### src/hdl/sftd_pkg.sv
// Shared types and constants for the sample format to double converter.
// Used by the core and every pipeline stage; depends on nothing.
package sftd_pkg;

   localparam logic [3:0] FMT_R8UNORM  = 4'd0;
   localparam logic [3:0] FMT_R8SNORM  = 4'd1;
   localparam logic [3:0] FMT_R8UINT   = 4'd2;
   localparam logic [3:0] FMT_R8SINT   = 4'd3;
   localparam logic [3:0] FMT_R16UNORM = 4'd4;
   localparam logic [3:0] FMT_R16SNORM = 4'd5;
   localparam logic [3:0] FMT_R16UINT  = 4'd6;
   localparam logic [3:0] FMT_R16SINT  = 4'd7;
   localparam logic [3:0] FMT_R16FLOAT = 4'd8;
   localparam logic [3:0] FMT_R32UINT  = 4'd9;
   localparam logic [3:0] FMT_R32SINT  = 4'd10;
   localparam logic [3:0] FMT_R32FLOAT = 4'd11;

   localparam logic [63:0] DBL_ONE   = 64'h3FF0_0000_0000_0000;
   localparam logic [63:0] DBL_QNAN  = 64'h7FF8_0000_0000_0000;
   localparam logic [10:0] EXP_ONES  = 11'h7FF;
   localparam logic [51:0] QUIET_BIT = 52'h8_0000_0000_0000;

   // Biased exponent of 0.S times 2^X is X + 1022 - lz; each BASE constant is X + 1022.
   localparam logic [10:0] BASE_FRAC = 11'd1022;
   localparam logic [10:0] BASE_INT  = 11'd1054;
   localparam logic [10:0] BASE_HALF = 11'd1008;
   localparam logic [10:0] BASE_SNGL = 11'd896;

   localparam int SIG_W = 80;

   typedef struct packed {
      logic              supported;
      logic              sign;
      logic              special;
      logic [63:0]       special_bits;
      logic [10:0]       exp_base;
      logic [4:0]        lz;
      logic [SIG_W-1:0]  sig;
   } stage_type;

endpackage

### src/hdl/sftd_if.sv
// Handshake channels of the sample format converter.
// Does not depend on sftd_pkg; the widths are written out here.
interface sftd_req_if;
   logic        valid;
   logic        ready;
   logic [31:0] raw_sample;
   modport source (output valid, output raw_sample, input ready);
   modport sink (input valid, input raw_sample, output ready);
endinterface

interface sftd_rsp_if;
   logic        valid;
   logic        ready;
   logic [63:0] value_bits;
   logic        supported;
   modport source (output valid, output value_bits, output supported, input ready);
   modport sink (input valid, input value_bits, input supported, output ready);
endinterface

interface sftd_csr_if;
   logic       valid;
   logic       ready;
   logic [3:0] sample_format;
   modport source (output valid, output sample_format, input ready);
   modport sink (input valid, input sample_format, output ready);
endinterface

### src/hdl/sample_format_to_double_core.sv
// Top level of the sample format to double converter: format register and
// four pipeline stages. Depends on sftd_pkg, the sftd interfaces and the stage modules.
//
//   channel   direction  carries
//   req_chan  in         raw_sample (32 bits)
//   rsp_chan  out        value_bits (64 bits), supported
//   csr_chan  in         sample_format (4 bits)
//
// Four register stages: decode, zero count, normalize, round and pack. A sample
// transferred on req_chan passes through all four registers before it is valid on rsp_chan.
// A new sample is taken every cycle unless a stall on rsp_chan has backed up to the decode stage;
// the stages hand off through valid bits. A stall on rsp_chan backs up stage by stage; empty stages still fill.
// Reset clears the valid bits and sets the format to r8unorm.
module sample_format_to_double_core (
   input logic              clock,
   input logic              reset,
   sftd_req_if.sink         req_chan,
   sftd_rsp_if.source       rsp_chan,
   sftd_csr_if.sink         csr_chan
);

   logic [3:0]          fmt_ff;
   logic                dec_valid, lzc_valid, sh_valid;
   logic                lzc_ready, sh_ready, rnd_ready;
   sftd_pkg::stage_type dec_data, lzc_data, sh_data;

   assign csr_chan.ready = 1'b1;

   always_ff @(posedge clock) begin
      if (reset) begin
         fmt_ff <= sftd_pkg::FMT_R8UNORM;
      end else if (csr_chan.valid) begin
         fmt_ff <= csr_chan.sample_format;
      end
   end

   sftd_decode u_decode (
      .clock     (clock),
      .reset     (reset),
      .fmt       (fmt_ff),
      .in_valid  (req_chan.valid),
      .in_ready  (req_chan.ready),
      .raw       (req_chan.raw_sample),
      .out_valid (dec_valid),
      .out_ready (lzc_ready),
      .out_data  (dec_data)
   );

   sftd_lzc u_lzc (
      .clock     (clock),
      .reset     (reset),
      .in_valid  (dec_valid),
      .in_ready  (lzc_ready),
      .in_data   (dec_data),
      .out_valid (lzc_valid),
      .out_ready (sh_ready),
      .out_data  (lzc_data)
   );

   sftd_shift u_shift (
      .clock     (clock),
      .reset     (reset),
      .in_valid  (lzc_valid),
      .in_ready  (sh_ready),
      .in_data   (lzc_data),
      .out_valid (sh_valid),
      .out_ready (rnd_ready),
      .out_data  (sh_data)
   );

   sftd_round u_round (
      .clock         (clock),
      .reset         (reset),
      .in_valid      (sh_valid),
      .in_ready      (rnd_ready),
      .in_data       (sh_data),
      .out_valid     (rsp_chan.valid),
      .out_ready     (rsp_chan.ready),
      .out_bits      (rsp_chan.value_bits),
      .out_supported (rsp_chan.supported)
   );

   // An unsupported format must come out as all zero bits.
   a_unsupported_zero: assert property (@(posedge clock) disable iff (reset)
      rsp_chan.valid && !rsp_chan.supported |-> rsp_chan.value_bits == 64'd0)
      else $error("unsupported format gave a nonzero value");

   // A configuration transfer lands in the format register on the next edge.
   a_format_write: assert property (@(posedge clock) disable iff (reset)
      csr_chan.valid |=> fmt_ff == $past(csr_chan.sample_format))
      else $error("format register missed a write");

   // A normalized non special significand has its leading one at the top.
   a_normalized: assert property (@(posedge clock) disable iff (reset)
      sh_valid && !sh_data.special |-> sh_data.sig[sftd_pkg::SIG_W-1])
      else $error("significand not normalized");

   // The pipeline comes out of reset empty.
   a_reset_empty: assert property (@(posedge clock)
      reset |=> !rsp_chan.valid && !dec_valid)
      else $error("valid bit set right after reset");

endmodule

### src/hdl/sftd_decode.sv
// First stage: decodes the raw sample under the format into sign, a left aligned
// significand string and a base exponent, or a finished special value. Uses sftd_pkg.
module sftd_decode (
   input  logic                clock,
   input  logic                reset,
   input  logic [3:0]          fmt,
   input  logic                in_valid,
   output logic                in_ready,
   input  logic [31:0]         raw,
   output logic                out_valid,
   input  logic                out_ready,
   output sftd_pkg::stage_type out_data
);

   logic                valid_ff;
   sftd_pkg::stage_type data_ff;
   sftd_pkg::stage_type data_in;

   logic [7:0]  mag8;
   logic [15:0] mag16;
   logic [31:0] mag32;
   logic [83:0] rep7;
   logic [89:0] rep15;

   always_comb begin
      mag8  = raw[7] ? 8'(-raw[7:0]) : raw[7:0];
      mag16 = raw[15] ? 16'(-raw[15:0]) : raw[15:0];
      mag32 = raw[31] ? 32'(-raw) : raw;
      rep7  = {12{mag8[6:0]}};
      rep15 = {6{mag16[14:0]}};

      data_in = '0;
      data_in.supported = 1'b1;
      case (fmt)
         sftd_pkg::FMT_R8UNORM: begin
            // v/255 is v repeated in every byte of the fraction.
            data_in.exp_base = sftd_pkg::BASE_FRAC;
            data_in.sig      = {10{raw[7:0]}};
            if (raw[7:0] == 8'd0) begin
               data_in.special = 1'b1;
            end else if (raw[7:0] == 8'hFF) begin
               data_in.special      = 1'b1;
               data_in.special_bits = sftd_pkg::DBL_ONE;
            end
         end
         sftd_pkg::FMT_R8SNORM: begin
            data_in.sign     = raw[7];
            data_in.exp_base = sftd_pkg::BASE_FRAC;
            data_in.sig      = rep7[83:4];
            if (mag8 == 8'd0) begin
               data_in.special = 1'b1;
            end else if (mag8 >= 8'd127) begin
               data_in.special      = 1'b1;
               data_in.special_bits = {raw[7], sftd_pkg::DBL_ONE[62:0]};
            end
         end
         sftd_pkg::FMT_R8UINT: begin
            data_in.exp_base = sftd_pkg::BASE_INT;
            data_in.sig      = {24'd0, raw[7:0], 48'd0};
            data_in.special  = (raw[7:0] == 8'd0);
         end
         sftd_pkg::FMT_R8SINT: begin
            data_in.sign     = raw[7];
            data_in.exp_base = sftd_pkg::BASE_INT;
            data_in.sig      = {24'd0, mag8, 48'd0};
            data_in.special  = (raw[7:0] == 8'd0);
         end
         sftd_pkg::FMT_R16UNORM: begin
            data_in.exp_base = sftd_pkg::BASE_FRAC;
            data_in.sig      = {5{raw[15:0]}};
            if (raw[15:0] == 16'd0) begin
               data_in.special = 1'b1;
            end else if (raw[15:0] == 16'hFFFF) begin
               data_in.special      = 1'b1;
               data_in.special_bits = sftd_pkg::DBL_ONE;
            end
         end
         sftd_pkg::FMT_R16SNORM: begin
            data_in.sign     = raw[15];
            data_in.exp_base = sftd_pkg::BASE_FRAC;
            data_in.sig      = rep15[89:10];
            if (mag16 == 16'd0) begin
               data_in.special = 1'b1;
            end else if (mag16 >= 16'd32767) begin
               data_in.special      = 1'b1;
               data_in.special_bits = {raw[15], sftd_pkg::DBL_ONE[62:0]};
            end
         end
         sftd_pkg::FMT_R16UINT: begin
            data_in.exp_base = sftd_pkg::BASE_INT;
            data_in.sig      = {16'd0, raw[15:0], 48'd0};
            data_in.special  = (raw[15:0] == 16'd0);
         end
         sftd_pkg::FMT_R16SINT: begin
            data_in.sign     = raw[15];
            data_in.exp_base = sftd_pkg::BASE_INT;
            data_in.sig      = {16'd0, mag16, 48'd0};
            data_in.special  = (raw[15:0] == 16'd0);
         end
         sftd_pkg::FMT_R16FLOAT: begin
            data_in.sign     = raw[15];
            data_in.exp_base = sftd_pkg::BASE_HALF;
            data_in.sig      = {raw[9:0], 70'd0};
            if (raw[14:10] == 5'd0) begin
               data_in.special      = (raw[9:0] == 10'd0);
               data_in.special_bits = {raw[15], 63'd0};
            end else if (raw[14:10] == 5'h1F) begin
               data_in.special      = 1'b1;
               data_in.special_bits = (raw[9:0] == 10'd0) ?
                                      {raw[15], sftd_pkg::EXP_ONES, 52'd0} :
                                      sftd_pkg::DBL_QNAN;
            end else begin
               data_in.special      = 1'b1;
               data_in.special_bits = {raw[15], 11'(raw[14:10]) + 11'd1008,
                                       raw[9:0], 42'd0};
            end
         end
         sftd_pkg::FMT_R32UINT: begin
            data_in.exp_base = sftd_pkg::BASE_INT;
            data_in.sig      = {raw, 48'd0};
            data_in.special  = (raw == 32'd0);
         end
         sftd_pkg::FMT_R32SINT: begin
            data_in.sign     = raw[31];
            data_in.exp_base = sftd_pkg::BASE_INT;
            data_in.sig      = {mag32, 48'd0};
            data_in.special  = (raw == 32'd0);
         end
         sftd_pkg::FMT_R32FLOAT: begin
            data_in.sign     = raw[31];
            data_in.exp_base = sftd_pkg::BASE_SNGL;
            data_in.sig      = {raw[22:0], 57'd0};
            if (raw[30:23] == 8'd0) begin
               data_in.special      = (raw[22:0] == 23'd0);
               data_in.special_bits = {raw[31], 63'd0};
            end else if (raw[30:23] == 8'hFF) begin
               data_in.special      = 1'b1;
               data_in.special_bits = (raw[22:0] == 23'd0) ?
                  {raw[31], sftd_pkg::EXP_ONES, 52'd0} :
                  {raw[31], sftd_pkg::EXP_ONES, {raw[22:0], 29'd0} | sftd_pkg::QUIET_BIT};
            end else begin
               data_in.special      = 1'b1;
               data_in.special_bits = {raw[31], 11'(raw[30:23]) + 11'd896,
                                       raw[22:0], 29'd0};
            end
         end
         default: begin
            data_in.supported = 1'b0;
            data_in.special   = 1'b1;
         end
      endcase
   end

   assign in_ready  = !valid_ff || out_ready;
   assign out_valid = valid_ff;
   assign out_data  = data_ff;

   always_ff @(posedge clock) begin
      if (reset) begin
         valid_ff <= 1'b0;
      end else if (in_ready) begin
         valid_ff <= in_valid;
      end
      if (in_valid && in_ready) begin
         data_ff <= data_in;
      end
   end

endmodule

### src/hdl/sftd_lzc.sv
// Second stage: counts the leading zeros of the significand string.
// The top 32 bits always hold the leading one of a non special item. Uses sftd_pkg.
module sftd_lzc (
   input  logic                clock,
   input  logic                reset,
   input  logic                in_valid,
   output logic                in_ready,
   input  sftd_pkg::stage_type in_data,
   output logic                out_valid,
   input  logic                out_ready,
   output sftd_pkg::stage_type out_data
);

   logic                valid_ff;
   sftd_pkg::stage_type data_ff;
   sftd_pkg::stage_type data_in;
   logic [4:0]          count;

   always_comb begin
      count = 5'd0;
      for (int i = 0; i < 32; i++) begin
         if (in_data.sig[sftd_pkg::SIG_W - 32 + i]) begin
            count = 5'(31 - i);
         end
      end
      data_in    = in_data;
      data_in.lz = count;
   end

   assign in_ready  = !valid_ff || out_ready;
   assign out_valid = valid_ff;
   assign out_data  = data_ff;

   always_ff @(posedge clock) begin
      if (reset) begin
         valid_ff <= 1'b0;
      end else if (in_ready) begin
         valid_ff <= in_valid;
      end
      if (in_valid && in_ready) begin
         data_ff <= data_in;
      end
   end

endmodule

### src/hdl/sftd_shift.sv
// Third stage: normalizes the significand so the leading one sits at the top
// and takes the zero count off the exponent. Uses sftd_pkg.
module sftd_shift (
   input  logic                clock,
   input  logic                reset,
   input  logic                in_valid,
   output logic                in_ready,
   input  sftd_pkg::stage_type in_data,
   output logic                out_valid,
   input  logic                out_ready,
   output sftd_pkg::stage_type out_data
);

   logic                valid_ff;
   sftd_pkg::stage_type data_ff;
   sftd_pkg::stage_type data_in;

   always_comb begin
      data_in          = in_data;
      data_in.sig      = in_data.sig << in_data.lz;
      data_in.exp_base = in_data.exp_base - 11'(in_data.lz);
   end

   assign in_ready  = !valid_ff || out_ready;
   assign out_valid = valid_ff;
   assign out_data  = data_ff;

   always_ff @(posedge clock) begin
      if (reset) begin
         valid_ff <= 1'b0;
      end else if (in_ready) begin
         valid_ff <= in_valid;
      end
      if (in_valid && in_ready) begin
         data_ff <= data_in;
      end
   end

endmodule

### src/hdl/sftd_round.sv
// Last stage: rounds to 52 fraction bits and packs the double into the output register.
// The repeating fractions of the normalized formats never tie. Uses sftd_pkg.
module sftd_round (
   input  logic                clock,
   input  logic                reset,
   input  logic                in_valid,
   output logic                in_ready,
   input  sftd_pkg::stage_type in_data,
   output logic                out_valid,
   input  logic                out_ready,
   output logic [63:0]         out_bits,
   output logic                out_supported
);

   logic        valid_ff;
   logic [63:0] bits_ff;
   logic        supported_ff;
   logic [62:0] magnitude;
   logic [63:0] bits_in;

   always_comb begin
      // A carry out of the fraction bumps the exponent on its own.
      magnitude = {in_data.exp_base, in_data.sig[78:27]} + 63'(in_data.sig[26]);
      bits_in   = in_data.special ? in_data.special_bits : {in_data.sign, magnitude};
   end

   assign in_ready      = !valid_ff || out_ready;
   assign out_valid     = valid_ff;
   assign out_bits      = bits_ff;
   assign out_supported = supported_ff;

   always_ff @(posedge clock) begin
      if (reset) begin
         valid_ff <= 1'b0;
      end else if (in_ready) begin
         valid_ff <= in_valid;
      end
      if (in_valid && in_ready) begin
         bits_ff      <= bits_in;
         supported_ff <= in_data.supported;
      end
   end

endmodule
### src/flat_wrapper.sv
// flat-port wrapper written by rule: the top's interface ports become plain ports
module sample_format_to_double_core_flat 
  (clock, reset, req_chan_valid, req_chan_raw_sample, req_chan_ready, rsp_chan_valid, rsp_chan_value_bits, rsp_chan_supported, rsp_chan_ready, csr_chan_valid, csr_chan_sample_format, csr_chan_ready);
  sftd_req_if req_chan_i ();
  sftd_rsp_if rsp_chan_i ();
  sftd_csr_if csr_chan_i ();
  input logic clock;
  input logic reset;
  input wire logic [$bits(req_chan_i.valid)-1:0] req_chan_valid;
  input wire logic [$bits(req_chan_i.raw_sample)-1:0] req_chan_raw_sample;
  output wire logic [$bits(req_chan_i.ready)-1:0] req_chan_ready;
  output wire logic [$bits(rsp_chan_i.valid)-1:0] rsp_chan_valid;
  output wire logic [$bits(rsp_chan_i.value_bits)-1:0] rsp_chan_value_bits;
  output wire logic [$bits(rsp_chan_i.supported)-1:0] rsp_chan_supported;
  input wire logic [$bits(rsp_chan_i.ready)-1:0] rsp_chan_ready;
  input wire logic [$bits(csr_chan_i.valid)-1:0] csr_chan_valid;
  input wire logic [$bits(csr_chan_i.sample_format)-1:0] csr_chan_sample_format;
  output wire logic [$bits(csr_chan_i.ready)-1:0] csr_chan_ready;
  assign req_chan_i.valid = req_chan_valid;
  assign req_chan_i.raw_sample = req_chan_raw_sample;
  assign req_chan_ready = req_chan_i.ready;
  assign rsp_chan_valid = rsp_chan_i.valid;
  assign rsp_chan_value_bits = rsp_chan_i.value_bits;
  assign rsp_chan_supported = rsp_chan_i.supported;
  assign rsp_chan_i.ready = rsp_chan_ready;
  assign csr_chan_i.valid = csr_chan_valid;
  assign csr_chan_i.sample_format = csr_chan_sample_format;
  assign csr_chan_ready = csr_chan_i.ready;
  sample_format_to_double_core u_core (.clock(clock), .reset(reset), .req_chan(req_chan_i), .rsp_chan(rsp_chan_i), .csr_chan(csr_chan_i));
endmodule
### config.mk
export PLATFORM = sky130hd
export DESIGN_NAME = sample_format_to_double_core_flat
export DESIGN_NICKNAME = d
export VERILOG_FILES = /design/src/hdl/sftd_pkg.sv /design/src/hdl/sftd_if.sv /design/src/hdl/sample_format_to_double_core.sv /design/src/hdl/sftd_decode.sv /design/src/hdl/sftd_lzc.sv /design/src/hdl/sftd_shift.sv /design/src/hdl/sftd_round.sv /design/src/flat_wrapper.sv
export SDC_FILE = /design/constraint.sdc
export NUM_CORES = 1
export LEC_CHECK = 0
export BUFFER_PORTS_ARGS = -buffer_cell sky130_fd_sc_hd__buf_4
export CORE_AREA = 2 2 194 234
export DETAILED_ROUTE_END_ITERATION = 7
export DIE_AREA = 0 0 196 236
export PLACE_DENSITY = 0.72
export SLEW_MARGIN = 20
export SYNTH_ARGS = -nofsm -noshare
export SYNTH_HDL_FRONTEND = slang
export SYNTH_SLANG_ARGS = --single-unit
### constraint.sdc
create_clock -name clock -period 14.4 [get_ports clock]
set_input_delay 2.88 -clock clock [delete_from_list [all_inputs] [get_ports clock]]
set_output_delay 2.88 -clock clock [all_outputs]
set_load 0.005 [all_outputs]
==> results.sh, run 1 <==
export IMPL_outcome="finished clean"
export IMPL_clock_skew_ns=0.0163
export IMPL_synth_cell_types=75
export IMPL_synth_edff_count=411
export IMPL_clk_path_buf_depth=3
export IMPL_core_um2=44200
export IMPL_vias=16000
export IMPL_cp_required_ns=11.52
export IMPL_grt_pass1_wl_um=91400
export IMPL_fp_dieW_um=196
export IMPL_hold_viol_final=0
export IMPL_synth_cells=1956
export IMPL_cts_max_level=2
export IMPL_setup_viol=0
export IMPL_multiInputGateArea_um2=9110
export IMPL_cp_arrival_ns=4.09
export IMPL_tns_ns=0
export IMPL_ys_flop_type="edfxtp_1"
export IMPL_syn_avg_cell_area_um2=11.3
export IMPL_hold_class="reg -> reg"
export IMPL_fin_crit_ns=6.97
export IMPL_placementRows=85
export IMPL_drt_iter0_drc=1556
export IMPL_synth_area_leaders="edfxtp_1 (56%), nand2_1 (5.6%), mux4_2 (5.3%)"
export IMPL_place_area_um2=23400
export IMPL_seq_area_um2=12500
export IMPL_grt_max_degree=94
export IMPL_antenna_left=0
export IMPL_crit_type="in -> out"
export IMPL_cp_start_kind="input pin"
export IMPL_drv_cap=0
export IMPL_grtUsageTotal_pct=25.8
export IMPL_end_kind="primary output"
export IMPL_synth_top_area_cell="edfxtp_1"
export IMPL_timing_fmax_ghz=0.144
export IMPL_dp_cells=2515
export IMPL_grt_pass1_vias=15500
export IMPL_dieArea_um2=46300
export IMPL_ioPinCount=109
export IMPL_start_util_pct=50.2
export IMPL_synthesis_nets=2008
export IMPL_clock_sinks=419
export IMPL_die_h_um=236
export IMPL_crit_fanout=5
export IMPL_synth_area_um2=22200
export IMPL_drive_above_1_share_pct=14.3
export IMPL_synth_seq_cells=419
export IMPL_tightestPinTransition_ns=1.12
export IMPL_gp_congestion=0.990
export IMPL_yosys_warnings=0
export IMPL_drc=0
export IMPL_fin_cells=2588
export IMPL_grt_antenna_before_repair=0
export IMPL_gr_total_overflow=0
export IMPL_async_reset_ff_share_pct=0
export IMPL_routed_wl_um=59800
export IMPL_finalCritPeriodShare_pct=48.4
export IMPL_cts_tree="done"
export IMPL_grt_setup_unrepaired="false"
export IMPL_synth_seq_area_share_pct=56.3
export IMPL_final_common_cell="edfxtp_1"
export IMPL_fin_nets=2045
export IMPL_postCtsSetupBuffers=0
export IMPL_postCtsHoldBufs=0
export IMPL_via_per_inst=6.17
export IMPL_clock_latency_ns=0.54
export IMPL_io_buffers=107
export IMPL_dr_pass1_iters=6
export IMPL_drv_slew=0
export IMPL_slew_headroom_pct=25.4
export IMPL_synth_top_cell_area_share_pct=55.6
export IMPL_areaGrowthSynthToFinish_pct=11.5
export IMPL_hpwl_um=43100
export IMPL_cts_resized_gates=0
export IMPL_cts_buffers=41
export IMPL_power_density_nw_per_um2=118
export IMPL_n_fill_cell=3726
export IMPL_design_area_um2=24800
export IMPL_final_cell_mix="edfxtp_1 (411), nand2_1 (330), nor2_1 (128), buf_4 (127), o21ai_0 (112)"
export IMPL_peakVddDrop_mv=0.0784
export IMPL_cts_clk_slew_worst_paths_ns=0.06
export IMPL_diodes=0
export IMPL_p_leak_nw=9.08
export IMPL_cts_root_buf="clkbuf_16"
export IMPL_wl_per_cell_um=23.1
[registers in the layout, summed over array words and instances, names as in the netlist]
signal / cells
u_core.u_decode.out_valid: 1
u_core.u_decode.out_data: 121
u_core.u_round.out_supported: 1
u_core.u_shift.out_data: 100
u_core.fmt_ff: 4
u_core.u_lzc.out_valid: 1
u_core.u_lzc.out_data: 125
u_core.u_round.out_valid: 1
u_core.u_shift.out_valid: 1
u_core.u_round.out_bits: 64
[report_power, final]
group | total (W) | leakage, nW | internal, W | switching, W
clock network | 0.00108 | 0.676 | 0.000644 | 0.000439
registers | 0.00147 | 3.98 | 0.00142 | 0.0000431
logic | 0.000361 | 4.42 | 0.000134 | 0.000227
total | 0.00291 | 9.08 | 0.00220 | 0.000709
[per-stage QoR]
| step | utilization [%] | setup slack (ns) | power (W) | hold slack, ns |
|---|---|---|---|---|
| final | 55.9 | 7.43 | 0.00291 | 0.412 |
| after global routing | 55.9 | 7.32 | 0.00301 | 0.420 |
| after CTS | 55.9 | 7.43 | 0.00292 | 0.414 |
| after detailed placement | 52.9 | 7.44 | 0.00184 | 0.405 |
| after global placement | 52.9 | 7.45 | 0.00184 | 0.401 |
| after floorplan | - | 3.49 | 0.00173 | 0.400 |
[synthesized netlist by cell type, types with 34 or more instances]
cell type	instances
mux4_2	52
nand3_1	95
xor2_1	56
mux2i_1	90
nor2_1	128
edfxtp_1	411
and3_1	34
nand2_1	330
xnor2_1	43
clkbuf_1	105
a21oi_1	76
o21ai_0	112
[final cells by class]
type / instances / area share, %
sequential: 419 / 50.5
multi-input combinational: 1375 / 36.8
clock buffer: 47 / 4.32
timing repair buffer: 128 / 3.90
tap: 565 / 2.86
clock inverter: 26 / 1.20
inverter: 28 / 0.425
[worst max-delay path: stages]
cell	delay, ns
buf_4	0.11
nor2b_1	0.43
and3_1	0.40
nand2_1	0.12
buf_4	0.15
[cells by family after synthesis]
logic type               after synthesis  share of synthesized area (%)
flip-flops                           419                           56.3
other                                  1                         0.0169
XOR/XNOR                              99                           3.91
AO/OA/AOI/OAI                        346                           9.98
multiplexers                         164                           10.5
buffers and inverters                162                           2.84
AND/OR/NAND/NOR                      754                           15.8
adder cells (fa/ha/maj)               11                          0.654
[final timing paths]
| path | cells past startpoint | from | endpoint | slack (ns) |
|---|---|---|---|---|
| setup / recovery | 5 | rsp_chan_ready | req_chan_ready | 7.43 |
| hold reg to reg | 0 | u_core.u_decode.out_data[27]$_SDFFCE_PN0P_ | u_core.u_lzc.out_data[27]$_DFFE_PP_ | 0.41 |
| setup reg to reg | 6 | u_core.fmt_ff[1]$_SDFFE_PP0P_ | u_core.u_decode.out_data[54]$_SDFFCE_PN0P_ | 10.58 |
| hold / removal | 0 | u_core.u_decode.out_data[27]$_SDFFCE_PN0P_ | u_core.u_lzc.out_data[27]$_DFFE_PP_ | 0.41 |
[routing by layer]
| metal | global-route usage [%] | routed length (µm) |
|---|---|---|
| met3 | 3.17 | 4020 |
| met2 | 43.3 | 29200 |
| met1 | 33.2 | 23600 |
| met4 | 12.8 | 3020 |
| met5 | 0 | 0 |
No activity file was read; power rests on OpenSTA's default activity.
==> run 2, diff against run 1 <==
- PLACE_DENSITY: 0.72 -> 0.74
- clock period: 14.4 -> 5.9 ns (I/O delays scaled with it)
==> run 2 against run 1 <==
Register-to-register slack got worse by 8.7 ns. Worst setup slack got worse by 5.6 ns. Clock-buffer cell count decreased by 1. Non-clock buffer count unchanged. Design area increased by 0.58%. Via count increased by 0.61%. Combinational power increased by 150%. Power increased by 150%. Clock skew decreased by 0.0036 ns. Global-route usage increased by 0.66 points. Die area unchanged. Critical endpoint is now u_core.u_decode.out_data[54]$_SDFFCE_PN0P_. Largest power group unchanged.
==> results.sh, run 2 (synthesized netlist as in run 1, its figures left out) <==
export IMPL_dieArea_um2=46300
export IMPL_cts_clk_slew_worst_paths_ns=0.07
export IMPL_dp_cells=2515
export IMPL_die_h_um=236
export IMPL_dp_slack_ns=1.72
export IMPL_drc=0
export IMPL_setup_worst_path_end="u_core.u_decode.out_data[54]$_SDFFCE_PN0P_"
export IMPL_end_kind="register"
export IMPL_largest_reg_flops=125
export IMPL_clock_sinks=419
export IMPL_setup_viol=0
export IMPL_drv_slew=0
export IMPL_grt_antenna_before_repair=0
export IMPL_grt_setup_unrepaired="false"
export IMPL_drt_iter0_drc=1585
export IMPL_fp_dieW_um=196
export IMPL_routed_wl_um=60800
export IMPL_ioPinCount=109
export IMPL_cts_root_buf="clkbuf_16"
export IMPL_outcome="finished clean"
export IMPL_postCtsHoldBufs=0
export IMPL_cts_max_level=2
export IMPL_core_um2=44200
export IMPL_hold_viol_final=0
export IMPL_cts_resized_gates=0
export IMPL_reg2reg_slack_ns=1.87
export IMPL_drv_cap=0
export IMPL_peakVddDrop_mv=0.184
export IMPL_grt_pass1_wl_um=92900
export IMPL_clock_latency_ns=0.57
export IMPL_diodes=0
export IMPL_worst_r2r_path_depth=6
export IMPL_timing_fmax_ghz=0.248
export IMPL_start_util_pct=50.2
export IMPL_clk_path_buf_depth=3
export IMPL_gp_congestion=0.998
export IMPL_p_leak_nw=9.12
export IMPL_fin_cells=2591
export IMPL_final_util_pct=56.3
export IMPL_hold_start="u_core.u_decode.out_data[88]$_SDFFCE_PN0P_"
export IMPL_tightestPinTransition_ns=1.08
export IMPL_tns_ns=0
export IMPL_final_cell_mix="edfxtp_1 (411), nand2_1 (330), nor2_1 (128), buf_4 (124), o21ai_0 (112)"
export IMPL_antenna_left=0
export IMPL_power_density_nw_per_um2=292
export IMPL_fin_nets=2045
export IMPL_wl_per_cell_um=23.5
export IMPL_cp_arrival_ns=4.46
export IMPL_hold_class="reg -> reg"
export IMPL_io_buffers=107
export IMPL_cp_required_ns=6.33
export IMPL_crit_fanout=18
export IMPL_placementRows=85
export IMPL_cts_tree="done"
export IMPL_grtUsageTotal_pct=26.5
export IMPL_dr_pass1_iters=6
export IMPL_cts_buffers=41
export IMPL_grt_pass1_vias=15500
export IMPL_clock_skew_ns=0.0128
export IMPL_final_common_cell="edfxtp_1"
export IMPL_fin_ws_ns=1.87
export IMPL_r2r_end="u_core.u_decode.out_data[54]$_SDFFCE_PN0P_"
export IMPL_grt_max_degree=126
export IMPL_fin_crit_ns=4.03
export IMPL_areaGrowthSynthToFinish_pct=12.2
export IMPL_vias=16100
export IMPL_p_total_w=0.00726
export IMPL_drive_above_1_share_pct=14.5
export IMPL_gr_total_overflow=0
export IMPL_crit_start="u_core.fmt_ff[1]$_SDFFE_PP0P_"
export IMPL_slew_headroom_pct=27.4
export IMPL_finalCritPeriodShare_pct=68.3
export IMPL_via_per_inst=6.20
export IMPL_hpwl_um=43900
export IMPL_cp_start_kind="register"
export IMPL_crit_type="reg -> reg"
export IMPL_postCtsSetupBuffers=0
export IMPL_rr_startpoint="u_core.fmt_ff[1]$_SDFFE_PP0P_"
## run 2: cell count changes in the layout (fill, tap and decap cells not counted)
cell,previous run,this run
buf_12,0,4
clkinv_2,9,5
buf_4,127,124
clkinvlp_4,0,3
bufinv_16,6,8
clkinv_4,0,2
buf_6,1,0
clkbuf_16,42,41
clkinv_16,0,1
inv_16,0,1
inv_6,2,1
## run 2: final cells by class
class	instances	area, µm²
Fill cell	3662	19300
Sequential cell	419	12500
Multi-Input combinational cell	1375	9110
Clock buffer	46	1040
Timing Repair Buffer	128	1010
Tap cell	565	707
Clock inverter	30	418
Inverter	28	105
## run 2: power breakdown
part | switching (W) | total [W] | internal, W | leakage (nW)
clock network | 0.00114 | 0.00279 | 0.00165 | 0.702
registers | 0.000109 | 0.00358 | 0.00347 | 3.98
logic | 0.000559 | 0.000890 | 0.000331 | 4.43
total | 0.00181 | 0.00726 | 0.00546 | 9.12
## run 2: worst max-delay path: stages, from the launching register on
cell,delay [ns]
dfxtp_1,0.76
nor2b_1,0.78
nand2_1,0.70
nor2_1,1.01
a21oi_1,0.13
o311ai_0,0.33
a221o_1,0.18
## run 2: layer usage
metal	track usage [%]	share of wire, %
met1	33.5	38
met2	44.1	49
met4	15.1	6.2
met5	0	0
met3	3.35	6.8
## run 2: worst min path at each step
stage	depth (start not counted)	slack (ns)	to
global route	0	0.43	u_core.u_lzc.out_data[94]$_DFFE_PP_
CTS	0	0.40	u_core.u_lzc.out_data[88]$_DFFE_PP_
global placement	0	0.40	u_core.u_lzc.out_data[11]$_DFFE_PP_
finish	0	0.41	u_core.u_lzc.out_data[88]$_DFFE_PP_
floorplan	0	0.40	u_core.u_lzc.out_data[0]$_DFFE_PP_
detailed placement	0	0.40	u_core.u_lzc.out_data[135]$_DFFE_PP_
## run 2: metrics by stage
stage	hold slack [ns]	area (µm²)
6_report	0.411	24900
5_1_grt	0.425	24900
4_1_cts	0.402	24900
3_5_place_dp	0.405	23400
3_3_place_gp	0.402	23400
2_1_floorplan	0.400	22200
==> run 3, diff against run 2 <==
- ABC_AREA: default -> 1
- CORE_AREA: 2 2 194 234 -> 2 2 195 235
- DIE_AREA: 0 0 196 236 -> 0 0 197 237
- clock period: 5.9 -> 3.51 ns (I/O delays scaled with it)
==> run 3 against run 2 <==
Worst setup slack got worse by 1.6 ns. Sequential power up 68%. Register-to-register slack worse by 1.6 ns. Power increased by 69%. Clock power is 63% higher. Critical path type unchanged. Design area up 3.8%.
==> results.sh, run 3 <==
export IMPL_grt_pass1_vias=17900
export IMPL_grtUsageTotal_pct=29.3
export IMPL_power_density_nw_per_um2=474
export IMPL_clock_sinks=419
export IMPL_design_area_um2=25800
export IMPL_via_per_inst=5.82
export IMPL_cts_tree="done"
export IMPL_fp_dieW_um=197
export IMPL_diodes=0
export IMPL_synth_edff_count=411
export IMPL_postCtsHoldBufs=0
export IMPL_cp_start_kind="register"
export IMPL_async_reset_ff_share_pct=0
export IMPL_drt_iter0_drc=1745
export IMPL_peakVddDrop_mv=0.349
export IMPL_synth_cells=2421
export IMPL_n_fill_cell=3780
export IMPL_fin_crit_ns=3.21
export IMPL_placementRows=85
export IMPL_hpwl_um=52900
export IMPL_io_buffers=107
export IMPL_dp_cells=3101
export IMPL_timing_fmax_ghz=0.312
export IMPL_tns_ns=0
export IMPL_routed_wl_um=68600
export IMPL_cts_root_buf="clkbuf_16"
export IMPL_drv_cap=0
export IMPL_synth_top_area_cell="edfxtp_1"
export IMPL_p_seq_share_pct=49.1
export IMPL_ys_flop_type="edfxtp_1"
export IMPL_crit_fanout=3
export IMPL_place_area_um2=24400
export IMPL_drive_above_1_share_pct=12.6
export IMPL_dr_pass1_iters=6
export IMPL_hold_viol_final=0
export IMPL_clk_path_buf_depth=3
export IMPL_outcome="finished clean"
export IMPL_areaGrowthSynthToFinish_pct=15.5
export IMPL_yosys_warnings=0
export IMPL_antenna_left=0
export IMPL_finalCritPeriodShare_pct=91.4
export IMPL_fin_nets=2632
export IMPL_slew_headroom_pct=35.1
export IMPL_syn_avg_cell_area_um2=9.24
export IMPL_synth_top_cell_area_share_pct=55.1
export IMPL_power_frac_comb_pct=13.7
export IMPL_cts_max_level=2
export IMPL_setup_viol=0
export IMPL_grt_setup_unrepaired="false"
export IMPL_cts_clk_slew_worst_paths_ns=0.07
export IMPL_synth_commonest_cells="nand2_1 (569), edfxtp_1 (411), inv_1 (252)"
export IMPL_fin_cells=3176
export IMPL_reg2reg_slack_ns=0.30
export IMPL_synth_seq_cells=419
export IMPL_path_common_cell="nor2_1"
export IMPL_synth_cell_types=62
export IMPL_max_stage_delay_ns=0.33
export IMPL_drc=0
export IMPL_core_um2=44500
export IMPL_vias=18500
export IMPL_power_switching_w=0.00322
export IMPL_cts_buffers=42
export IMPL_grt_max_degree=126
export IMPL_grt_antenna_before_repair=0
export IMPL_synth_most_common_cell="nand2_1"
export IMPL_dieArea_um2=46700
export IMPL_final_cell_mix="nand2_1 (569), edfxtp_1 (411), inv_1 (247), buf_4 (213), nor2_1 (199)"
export IMPL_worst_hold_slack_ns=0.358
export IMPL_cp_slowest_cell="edfxtp_1"
export IMPL_synth_area_leaders="edfxtp_1 (55%), nand2_1 (9.5%), o21ai_0 (4.4%)"
export IMPL_final_common_cell="nand2_1"
export IMPL_crit_type="reg -> reg"
export IMPL_gp_congestion=1.04
export IMPL_p_int_w=0.00904
export IMPL_grt_pass1_wl_um=103000
export IMPL_ioPinCount=109
export IMPL_hold_class="in -> reg"
export IMPL_synth_area_um2=22400
export IMPL_cpLargestDelayFamily="simple AND/OR/NAND/NOR gates"
export IMPL_cp_arrival_ns=3.48
export IMPL_start_util_pct=50.3
export IMPL_gr_total_overflow=0
export IMPL_sw_frac_of_total_pct=26.3
export IMPL_die_h_um=237
export IMPL_p_total_w=0.0123
export IMPL_synth_seq_area_share_pct=55.9
export IMPL_wl_per_cell_um=21.6
export IMPL_clock_skew_ns=0.0374
export IMPL_synthesis_nets=2473
export IMPL_drv_slew=0
export IMPL_tightestPinTransition_ns=0.972
export IMPL_p_clk_share_pct=37.1
export IMPL_clock_latency_ns=0.56
export IMPL_cp_required_ns=3.79
export IMPL_largest_reg_flops=125
export IMPL_cp_cell_sequence="ha_1, ha_1, nand3_1, nor2_1, inv_1, nor2_1, inv_1, nor2_1, nand3_1, nor2_1, inv_1, nor4_1, buf_4, nand4_1, nor4_2, xnor2_1, o21ai_0"
export IMPL_end_kind="register"
export IMPL_crit_buf_inv=4
export IMPL_p_leak_nw=10.5
-- run 3: changes by cell type after synthesis, moves of 20 or more --
| cell | previous run | this run |
|---|---|---|
| xnor2_1 | 43 | 8 |
| clkbuf_1 | 105 | 82 |
| and3_1 | 34 | 0 |
| nand2b_1 | 21 | 0 |
| inv_1 | 25 | 252 |
| mux4_2 | 52 | 0 |
| nor2_1 | 128 | 201 |
| o21ai_0 | 112 | 198 |
| mux2_2 | 21 | 0 |
| nor2b_1 | 20 | 0 |
| nand2_1 | 330 | 569 |
| xor2_1 | 56 | 30 |
| nand3_1 | 95 | 180 |
-- run 3: layout make-up --
cell class | instances | area, µm² | area share (%)
flip-flops and latches | 419 | 12500 | 48.4
multi-input cells | 1637 | 8510 | 32.9
repair buffers | 220 | 1740 | 6.73
clock buffers | 47 | 1090 | 4.22
inverters | 260 | 981 | 3.79
well taps | 565 | 707 | 2.73
clock inverters | 28 | 317 | 1.22
-- run 3: worst paths after layout --
path,start,end,cells after the start
max,u_core.u_shift.out_data[26]$_DFFE_PP_,u_core.u_round.out_bits[62]$_DFFE_PP_,17
min,reset,u_core.u_lzc.out_valid$_SDFFE_PP0P_,2
max reg2reg,u_core.u_shift.out_data[26]$_DFFE_PP_,u_core.u_round.out_bits[62]$_DFFE_PP_,17
min reg2reg,u_core.u_decode.out_data[126]$_SDFFCE_PN0P_,u_core.u_lzc.out_data[126]$_DFFE_PP_,0
-- run 3: per-layer routing --
metal	up-vias	wire (µm)	GRT usage, %
li1	8762	-	-
met1	8538	26100	34.9
met2	907	33000	49.8
met4	0	4860	18.6
met3	262	4700	4.43
met5	-	0	0
-- run 3: power by group through the flow --
stage                     combinational (W)  sequential, W  clock, W
final                               0.00168        0.00602   0.00455
after global routing                0.00184        0.00604   0.00479
after CTS                           0.00164        0.00602   0.00460
after detailed placement            0.00163        0.00612         0
after global placement              0.00162        0.00611         0
after floorplan                     0.00103        0.00606         0
-- run 3: logic make-up after synthesis --
logic type,after synthesis,synth area share (%)
xor gates and xnor gates,38,1.49
adders and majority gates,11,0.649
AOI/OAI and AO/OA,417,11.1
other,1,0.0168
buffers and inverters,365,6.19
DFF,419,55.9
muxes,85,3.80
and+or+nand+nor,1085,20.9
-- run 3: timing repair --
action,in CTS,in global routing
setup buffers,0,0
setup endpoints to repair,0,1
gates resized for setup,0,1
-- run 3: through the flow --
stage                     setup slack (ns)  utilization, %
after floorplan                    0.00687               -
after global placement              -0.146            55.0
after detailed placement            -0.173            55.0
after CTS                            0.198            58.1
after global routing                0.0146            58.1
final                                0.303            58.1
